File: src/sv/ptmap_pkg.sv
`timescale 1ns / 1ps
package ptmap_pkg;

    localparam int TABLE_PAGES_DEF = 64;
    localparam int IDX_W = 9;
    localparam int FRAME_W = 40;
    localparam int VPN_W = 36;
    localparam int ENTRY_W = 64;
    localparam int REM_BITS = 8;                    // dividend bits per cycle
    localparam int REM_STEPS = FRAME_W / REM_BITS;

    localparam logic MODE_MAP = 1'b0;
    localparam logic MODE_UNMAP = 1'b1;

    localparam logic [2:0] ST_OK = 3'd0;
    localparam logic [2:0] ST_MAPPED = 3'd1;
    localparam logic [2:0] ST_UNMAPPED = 3'd2;
    localparam logic [2:0] ST_USER = 3'd3;
    localparam logic [2:0] ST_FULL = 3'd4;

    typedef struct packed {
        logic                 mode;
        logic [VPN_W-1:0]     virt_page;
        logic [FRAME_W-1:0]   phys_frame;
        logic                 user_acc;
        logic                 writable;
        logic                 executable;
    } t_in_item;

    typedef struct packed {
        logic [2:0]           status;
        logic [FRAME_W-1:0]   freed_frame;
    } t_out_item;

endpackage

File: src/sv/ptmap_rem.sv
`timescale 1ns / 1ps
module ptmap_rem
    import ptmap_pkg::*;
#(
    parameter int TABLE_PAGES = TABLE_PAGES_DEF,
    parameter int PW = $clog2(TABLE_PAGES)
) (
    input  logic               i_clk,
    input  logic               i_rst_n,
    input  logic               i_start,
    input  logic [FRAME_W-1:0] i_value,
    output logic               o_done,
    output logic [PW-1:0]      o_rem
);

    // restoring remainder, REM_BITS dividend bits per cycle
    localparam int RW = PW + 1;
    localparam int CW = $clog2(REM_STEPS + 1);

    logic [FRAME_W-1:0] r_val;
    logic [RW-1:0]      r_rem;
    logic [CW-1:0]      r_cnt;
    logic               r_busy;
    logic               r_done;
    logic [RW-1:0]      n_rem;

    always_comb begin
        n_rem = r_rem;
        for (int k = 0; k < REM_BITS; k++) begin
            n_rem = {n_rem[RW-2:0], r_val[FRAME_W-1-k]};
            if (n_rem >= RW'(TABLE_PAGES)) begin
                n_rem = n_rem - RW'(TABLE_PAGES);
            end
        end
    end

    always_ff @(posedge i_clk) begin
        if (!i_rst_n) begin
            r_busy <= 1'b0;
            r_done <= 1'b0;
            r_cnt  <= '0;
        end else begin
            r_done <= 1'b0;
            if (i_start) begin
                r_busy <= 1'b1;
                r_cnt  <= '0;
                r_rem  <= '0;
                r_val  <= i_value;
            end else if (r_busy) begin
                r_rem <= n_rem;
                r_val <= r_val << REM_BITS;
                r_cnt <= r_cnt + 1'b1;
                if (r_cnt == CW'(REM_STEPS - 1)) begin
                    r_busy <= 1'b0;
                    r_done <= 1'b1;
                end
            end
        end
    end

    assign o_done = r_done;
    assign o_rem  = r_rem[PW-1:0];

endmodule

File: config.mk
export PLATFORM = sky130hd
export DESIGN_NAME = ptmap_rem
export DESIGN_NICKNAME = d
export VERILOG_FILES = /design/src/sv/ptmap_pkg.sv /design/src/sv/ptmap_rem.sv
export SDC_FILE = /design/constraint.sdc
export NUM_CORES = 1
export LEC_CHECK = 0
export ABC_AREA = 1
export BUFFER_PORTS_ARGS = -buffer_cell sky130_fd_sc_hd__buf_2
export CAP_MARGIN = 15
export CORE_ASPECT_RATIO = 1.1
export CORE_MARGIN = 3
export CORE_UTILIZATION = 50
export DETAILED_ROUTE_END_ITERATION = 7
export PLACE_DENSITY = 0.86
export SYNTH_ARGS = -nofsm -noshare
export SYNTH_HDL_FRONTEND = slang
export SYNTH_SLANG_ARGS = --single-unit
File: constraint.sdc
create_clock -name i_clk -period 1.8 [get_ports i_clk]
set_input_delay 0.09 -clock i_clk [delete_from_list [all_inputs] [get_ports i_clk]]
set_output_delay 0.09 -clock i_clk [all_outputs]
set_load 0.02 [all_outputs]
# Word-level counts from Yosys, hierarchy flattened
# Cells that the tools add are included.
# word_totals
register_bits	51
in_bits	43
out_inout_bits	7
word_cells	44
# op_classes
addsub	9
order_cmp	8
eq_ne	1
mux	15
bitwise	2
reduce_logical	4
# ops
op	n
40-bit 2-to-1 mux	2
7-bit >= comparator (second input constant)	8
6-bit 2-to-1 mux	9
6-bit by 1-bit subtractor with 6-bit output (second input constant)	8
1-bit 2-to-1 mux	4
3-bit by 1-bit adder with 3-bit output (second input constant)	1
3-bit equality test (second input constant)	1
3-bit OR reduction	1
1-bit inverter	2
2-bit AND reduction	1
2-bit nonzero test	1
2-bit OR reduction	1

# Longest topological paths before layout
# Gate-level depths: netlist of the first run.
# logic_depth
ltp_word	17
mapped_depth	5
ltp_nobuf	5

# Worst setup path before layout of the first run
# No wires, ideal clock.
# synth_timing
path_type	register -> register
start	register r_busy
end	register r_rem[0] (enable)
setup_time_ns	0.391
arrival_ns	1.192
t_required_ns	1.409
setup_slack_ns	0.218
path_stages_with_launch	3
path_cell_list	dfxtp_1 -> o21ai_1 -> inv_1
# synth_between
elab_chain_len	2
# synth_rtl
item	line	rtl
from (decl)	ptmap_rem.sv:23	logic r_busy;
from (signal assigned)	ptmap_rem.sv:39	r_busy <= 1'b0;
from (signal assigned)	ptmap_rem.sv:45	r_busy <= 1'b1;
from (signal assigned)	ptmap_rem.sv:54	r_busy <= 1'b0;
2-bit nonzero test (no line)	--	
2-bit AND reduction (no line)	--	
to (signal assigned)	ptmap_rem.sv:50	r_rem <= n_rem;
to (decl)	ptmap_rem.sv:21	logic [RW-1:0] r_rem;
# Every way passes these cells.
# A chain may end at the register's enable or synchronous reset.

# Worst setup path after layout of the first run
# layout_timing
start	register r_busy
end	register r_val[17] (enable)
# layout_between
elab_chain_len	2
# layout_rtl
item	line	rtl
2-bit nonzero test (no line)	--	
2-bit AND reduction (no line)	--	
to (signal assigned)	ptmap_rem.sv:48	r_val <= i_value;
to (signal assigned)	ptmap_rem.sv:51	r_val <= r_val << REM_BITS;
to (decl)	ptmap_rem.sv:20	logic [FRAME_W-1:0] r_val;
# Every way passes these cells.

==> results by stage, run 1 <==
Critical path:
- The end of the worst register-to-register path is r_val[17].
- For the worst setup path, the data required time is 1.84 ns.
- On the worst path, the slowest cell contributes a delay of 0.46 ns.
- The largest fanout on the critical path is 36.
- The critical path is of the flop to flop type.
- The count of buffering cells on the critical path with inverters included is 2.
- The critical path crosses 3 cells after its start point.
- The kind of cell with the highest combined delay along the critical path is flip-flops.
- The worst register-to-register path begins at r_busy.
- The slack of the worst reg-to-reg path is 0.59 ns.
- The kind of start point of the critical path is a flop.
- Traced cell by cell, the critical path runs through o21ai_1 -> inv_1 -> buf_12.
- The slowest stage of the critical path belongs to the cell sky130_fd_sc_hd__dfxtp_1.
- The critical path endpoint category is a flop.
- The start point of the critical path is r_busy.
- For the worst setup path, the data arrival time is 1.25 ns.
- The depth of the worst register-to-register path is 3.

Clocking:
- The post-CTS resize count is 0.
- The total number of H-tree levels is 2.
- The number of buffers created by CTS is 5.
- The number of hold buffers added after CTS was 2.
- The maximum clock insertion buffer count is 2.
- For this design, the sink count on the clock tree is 41.
- The total setup buffers inserted after CTS is 0.
- Clock tree synthesis selected as its root buffer the cell sky130_fd_sc_hd__clkbuf_4.
- Clock-pin slew was measured on the worst setup and hold paths at 0.11 ns.
- The clock tree from TritonCTS is yes.
- The clock insertion delay at the later pin of the skew report is 0.34 ns.

Drt:
- The detail route stage leaves a number of antenna-violating nets equal to 0.
- The via count of the routed design is 1143.
- The mean routed wirelength per cell is 10.85 um.
- The via-per-instance ratio is 4.609.
- The violation count after the first detailed-route iteration is 51.
- The number of detailed-route iterations in the first pass is 3.
- In the routed design, unresolved DRC markers number 0.
- The sum of routed wire length over all layers is 2690 um.

Timing:
- Clock skew on the completed layout was measured at 0.008008 ns.
- The final period utilization is 67.39%.
- The worst hold margin is 0.01411 ns.
- The number of setup violations in the final report is 0.
- The total count of max-transition violations in the final report is 0.
- At the pin with the least slew margin, the transition time is 0.3863 ns.
- The final count of hold timing violations is 0.
- The smallest clock period supported by the final layout is computed as 1.213 ns.
- For this run, the top clock speed supported by timing is 824.4 MHz.
- The worst slew slack as a fraction of its limit is 74.21%.
- The aggregate negative setup slack is 0 ns.
- Setup repair after global routing left no endpoint under its margin.

Synth:
- In this run, distinct cell masters in the synthesized netlist total 14.
- Sequential cells were found to cover 69.41% of the synthesized design area.
- The count of flip-flops with a built-in enable after synthesis is 36.
- The mean instance size in the synthesized netlist is 10.07 sq um.
- The most frequently used flop master after synthesis is sky130_fd_sc_hd__edfxtp_1.
- The share of flip-flops with an asynchronous set or reset after synthesis is 0%.
- The number of instances in the synthesized netlist is 169.
- After synthesis the cells add up to 1702 sq um.
- The total of flip-flops plus latches after synthesis is 41.
- Synthesis produced a netlist with a net count of 214.
- The total of warnings raised by yosys is 0.

Floorplan:
- Measured along the x axis, the die boundary spans 61.62 um.
- For this configuration, the core starts out at a cell density of 53.97%.
- The core outline area is 3153 sq um.
- From bottom edge to top edge, the die measures 67.19 um.
- The die covers 4140 sq um.
- The initialized floorplan defines 21 standard-cell rows.
- 50 I/O pins were placed.

Cells and area:
- Relative to the synthesized area, the layout overhead comes to 17.94%.
- The library cells used most frequently in the layout, excluding fill and tap cells, are sky130_fd_sc_hd__nand2_1, sky130_fd_sc_hd__buf_2, sky130_fd_sc_hd__edfxtp_1, sky130_fd_sc_hd__inv_1, sky130_fd_sc_hd__nor2_1.
- The most common cell after layout, fill and taps aside is sky130_fd_sc_hd__nand2_1.
- Once layout is done, the placed cells without fillers occupy 2007 sq um.
- Measured on the finished design, the core utilization comes to 63.65%.
- The ratio of cells with drive above 1 in the final layout is 24.30%.
- 0 antenna diodes ended up in the layout.
- The number of nets in the layout is 258.
- The filler-free cell count of the finished design is 248.

Place:
- The total of buffers placed on input and output ports is 39.
- The weighted congestion at the end of routability-driven global placement is 0.7001.
- The placed cell area is 1928 sq um.
- The half-perimeter wire length of the detailed placement result is 1768 um.
- The number of placed instances with taps included is 238.

Power and ir drop:
- The analysis attributes to cell leakage a power of 0.9715 nW.
- Summed over all nets, the switching power comes to 0.0003864 W.
- The sequential power share is 63.9%.
- The internal power component is 0.001363 W.
- In this run the power density over the cells is 871.8 nW/um^2.
- The clock network is responsible for 26.4% of the overall power.
- In this run switching power makes up 22.08% of total power.
- IR analysis of the VDD net gives a maximum drop of 0.0005048 V.
- The share of total power in combinational logic is 9.7%.

Min path:
- For hold timing, the worst endpoint is r_val[4].
- The launch point of the worst hold path is i_value[4].
- Counting instances, the worst hold path has a depth of 3.
- The class of the worst hold path is input port to flop.

Global routing:
- Entering global routing, the biggest net connects 37 pins.
- Across every metal layer, demand over resource in global routing totals 14.51%.
- The number of antenna violations at the first check in global routing is 0.
- Global routing finished with a remaining overflow of 0.
- The first global-routing pass estimated 4395 um of wire.
- The number of global-route vias before repair is 1075.

Run status:
- The flow ran to the end, and the final reports show no timing, DRC or antenna violations.

Flow run:
- The number of maximum-capacitance violations is 0.
worst max path at each step:
stage and to:
6_report r_val[17], 5_1_grt r_val[17], 4_1_cts r_val[0], 3_5_place_dp r_val[2], 3_3_place_gp r_val[1], 2_1_floorplan r_rem[0]
flip-flops by register name (all words and copies together) (netlist names):
name,count
r_rem,6
r_val,30
o_done,1
r_busy,1
r_cnt,3
routing by layer:
layer  GRT usage (%)  routed length, um  up-vias
met4           6.366                 39        0
li1                -                  -      613
met2           22.77               1316       33
met5               0                  0        -
met1           18.27               1161      492
met3           4.589                172        5
synth_stat cells (2+ instances only):
library cell               instances  area [sq um]
sky130_fd_sc_hd__edfxtp_1         36          1081
sky130_fd_sc_hd__nor2_1           11         41.29
sky130_fd_sc_hd__ha_1              2         25.02
sky130_fd_sc_hd__a21oi_1           2         10.01
sky130_fd_sc_hd__dfxtp_1           5         100.1
sky130_fd_sc_hd__inv_1            13         48.80
sky130_fd_sc_hd__nand2_1          86         322.8
sky130_fd_sc_hd__buf_2             4         20.02
sky130_fd_sc_hd__inv_2             5         18.77
through the flow:
stage	power [W]	worst slack (ns)
floorplan	0.001241	0.2176
global placement	0.001298	0.6649
detailed placement	0.001308	0.6217
CTS	0.001774	0.6044
global route	0.001839	0.5143
finish	0.001750	0.5870
cells by family (layout without fill, tap and decap cells):
group | Yosys count | after routing | share of synthesized area [%]
simple gates | 99 | 99 | 21.98
flops | 41 | 41 | 69.41
buf+inv | 24 | 69 | 6.250
compound gates | 3 | 3 | 0.8821
fa+ha+maj | 2 | 2 | 1.470
worst reg2reg max path, stage by stage (launching register included):
cell	delay [ns]
sky130_fd_sc_hd__dfxtp_1	0.46
sky130_fd_sc_hd__o21ai_1	0.13
sky130_fd_sc_hd__inv_1	0.10
sky130_fd_sc_hd__buf_12	0.22
power by group through the flow:
stage	combinational [W]	clock, W	sequential, W
detailed placement	0.000168	0	0.00114
global route	0.000195	0.000520	0.00112
global placement	0.000162	0	0.00114
finish	0.000169	0.000463	0.00112
floorplan	0.0000928	0	0.00115
CTS	0.000172	0.000484	0.00112
layout make-up:
| cell class | count | area, sq um |
|---|---|---|
| sequential | 41 | 1181 |
| fill | 269 | 1146 |
| multi-input combinational | 104 | 414.1 |
| timing repair buffer | 43 | 242.7 |
| inverter | 18 | 67.56 |
| clock buffer | 8 | 58.81 |
| tap | 34 | 42.54 |
Power figures use the tool's default switching activity.
==> inputs of run 2 (changes only) <==
==> constraint.sdc (replaced) <==
create_clock -name i_clk -period 1.16 [get_ports i_clk]
set_input_delay 0.058 -clock i_clk [delete_from_list [all_inputs] [get_ports i_clk]]
set_output_delay 0.058 -clock i_clk [all_outputs]
set_load 0.02 [all_outputs]
==> results by stage, run 2 (synthesis results as in run 1) <==
Drt:
- The via count of the routed design is 1292 (was 1143).
- The sum of routed wire length over all layers is 3159 um (was 2690 um).
- The mean routed wirelength per cell is 11.40 um (was 10.85 um).
- The remaining design rule violation count came to 0 (unchanged).
- The via-per-instance ratio is 4.664 (was 4.609).
- The count of nets left with antenna violations after detail routing is 0 (unchanged).
- The number of detailed-route iterations in the first pass is 4 (was 3).
- The violation count after the first detailed-route iteration was 54 (was 51).

Timing:
- The final worst slack came to 0.04782 ns (was 0.5870 ns).
- The transition time of the tightest slew-check pin is 0.3792 ns (was 0.3863 ns).
- The worst clock skew is 0.008783 ns (was 0.008008 ns).
- The total count of max-transition violations in the final report is 0 (unchanged).
- The highest clock rate came to 899.1 MHz (was 824.4 MHz).
- The number of setup violations in the final report is 0 (unchanged).
- The post-route minimum period is 1.112 ns (was 1.213 ns).
- The aggregate negative setup slack is 0 ns (unchanged).
- The final count of hold timing violations is 0 (unchanged).
- The final period utilization is 95.88% (was 67.39%).
- Setup repair after global routing missed its margin: no (unchanged).
- The worst slew slack as a fraction of its limit is 74.68% (was 74.21%).

Place:
- The total of buffers placed on input and output ports is 39 (unchanged).
- The number of placed instances with taps included is 239 (was 238).
- The half-perimeter wire length of the detailed placement result is 1776 um (was 1768 um).
- The weighted congestion at the end of routability-driven global placement was 0.6579 (was 0.7001).
- The setup slack at placement is 0.06414 ns (was 0.6217 ns).
- The placed cell area is 1944 sq um (was 1928 sq um).

Cells and area:
- The ratio of cells with drive above 1 in the final layout was 23.05% (was 24.30%).
- The number of nets in the layout is 287 (was 258).
- The utilization after layout came to 73.57% (was 63.65%).
- The most common cell after layout, fill and taps aside is sky130_fd_sc_hd__nand2_1 (unchanged).
- The count of inserted antenna diode cells is 0 (unchanged).
- The filler-free cell count of the finished design is 277 (was 248).
- Leading registers by flop count: r_val x30, r_rem x6, r_cnt x3 (unchanged).
- The register with the highest flop count is r_val (unchanged).
- The number of flip-flops in the largest register is 30 (unchanged).
- Leading cell types in the layout, fill and taps excluded: sky130_fd_sc_hd__nand2_1, sky130_fd_sc_hd__buf_2, sky130_fd_sc_hd__edfxtp_1, sky130_fd_sc_hd__dlygate4sd3_1, sky130_fd_sc_hd__inv_1 (was sky130_fd_sc_hd__nand2_1, sky130_fd_sc_hd__buf_2, sky130_fd_sc_hd__edfxtp_1, sky130_fd_sc_hd__inv_1, sky130_fd_sc_hd__nor2_1).
- The layout overhead on the synthesized area is 36.32% (was 17.94%).
- The layout filler cell count came to 227 (was 269).
- The final standard cell area without fillers is 2320 sq um (was 2007 sq um).

Critical path:
- The standard cell with the maximum stage delay on the critical path was sky130_fd_sc_hd__dfxtp_2 (was sky130_fd_sc_hd__dfxtp_1).
- List of cells traversed by the critical path: o21ai_2 -> clkinvlp_4 -> buf_12 (was o21ai_1 -> inv_1 -> buf_12).
- The largest fanout on the critical path is 36 (unchanged).
- The slack of the worst reg-to-reg path came to 0.05 ns (was 0.59 ns).
- The worst flop-to-flop path startpoint is r_busy (unchanged).
- The longest individual stage delay on the worst path came to 0.36 ns (was 0.46 ns).
- The depth of the worst register-to-register path was 3 (unchanged).
- The data arrival time at the worst-slack endpoint is 1.21 ns (was 1.25 ns).
- The start point of the critical path is r_busy (unchanged).
- The critical path endpoint category is a flop (unchanged).
- The data required time of the worst path is 1.26 ns (was 1.84 ns).
- The kind of start point of the critical path is a flop (unchanged).
- The end of the worst register-to-register path is r_val[32] (was r_val[17]).
- The critical path capture point is r_val[32] (was r_val[17]).
- The class of the most critical setup path is flop to flop (unchanged).

Clocking:
- The number of buffers created by CTS is 5 (unchanged).
- The maximum clock insertion buffer count is 2 (unchanged).
- The clock tree from TritonCTS is yes (unchanged).
- The root buffer cell is sky130_fd_sc_hd__clkbuf_4 (unchanged).
- The number of sinks handled by clock tree synthesis came to 41 (unchanged).
- The clock slew seen by the registers of the worst setup and hold paths came to 0.11 ns (about the same).
- The total setup buffers inserted after CTS was 0 (unchanged).
- The clock insertion delay at the later pin of the skew report is 0.35 ns (was 0.34 ns).
- The total number of H-tree levels came to 2 (unchanged).

Global routing:
- The pin count of the biggest net entering global routing came to 37 (unchanged).
- The number of global-route vias before repair came to 1329 (was 1075).
- The final global-route overflow total is 0 (unchanged).
- The overall global routing resource usage is 18.09% (was 14.51%).
- The number of antenna violations at the first check in global routing was 0 (unchanged).
- The first-pass GRT wire length is 5333 um (was 4395 um).

Run status:
- Result of the run: finished clean (unchanged).

Min path:
- The class of the worst hold path is input port to flop (unchanged).

Floorplan:
- The core outline area was 3153 sq um (unchanged).
- The top-level port count is 50 (unchanged).
- The effective utilization at floorplan was 53.97% (unchanged).
- The number of placement rows was 21 (unchanged).
- The height of the die came to 67.19 um (unchanged).
- The die area was 4140 sq um (unchanged).
- The width of the chip is 61.62 um (unchanged).

Power and ir drop:
- The peak supply drop was 0.0008435 V (was 0.0005048 V).
- The power density over the cells is 1281 nW/um^2 (was 871.8 nW/um^2).
- The static leakage is 1.095 nW (was 0.9715 nW).

Flow run:
- The number of maximum-capacitance violations is 0 (unchanged).
-- run 2: routing by layer --
metal | vias up | share of wire, % | global-route usage (%)
met1 | 570 | 41 | 19.57
met3 | 9 | 5.4 | 6.883
met5 | - | 0 | 0
li1 | 674 | - | -
met4 | 0 | 2.5 | 7.162
met2 | 39 | 51 | 31.28
-- run 2: through the flow --
step / power, W / hold slack, ns
2_1_floorplan: 0.001929 / 0.2104
3_3_place_gp: 0.002022 / 0.3131
3_5_place_dp: 0.002036 / 0.3188
4_1_cts: 0.002985 / 0.01640
5_1_grt: 0.003109 / 0.02394
6_report: 0.002973 / 0.01233
-- run 2: critical path: cells and delay by family, from the launching register on --
family,cells,cell delay [ns]
AOI/OAI and AO/OA,1,0.18
buffers and inverters,2,0.32
DFF,1,0.36
-- run 2: worst min-delay path by stage --
stage / slack, ns / from / end / cells after the start
after floorplan: 0.21 / i_rst_n / r_busy / 2
after global placement: 0.31 / i_value[0] / r_val[0] / 3
after detailed placement: 0.32 / i_value[0] / r_val[0] / 3
after CTS: 0.02 / i_value[27] / r_val[27] / 3
after global routing: 0.02 / i_value[27] / r_val[27] / 3
final: 0.01 / i_value[27] / r_val[27] / 3
-- run 2: area by class of cell --
cell class	count	area, sq um	area share (%)
sequential	41	1182	50.97
timing repair buffer	72	530.5	22.87
multi-input combinational	104	417.9	18.02
inverter	18	71.32	3.074
tap	34	42.54	1.834
clock buffer	6	41.29	1.780
clock inverter	2	33.78	1.456
-- run 2: timing repair --
item,4_1_cts,5_1_grt
hold endpoints to repair,30,0
setup endpoints to repair,0,0
hold buffers,30,0
gates resized for setup,0,0
-- run 2: power by group --
group          total, W  internal, W  switching (W)
clock network  0.000889     0.000449       0.000440
registers       0.00174      0.00171      0.0000249
logic          0.000348     0.000171       0.000177
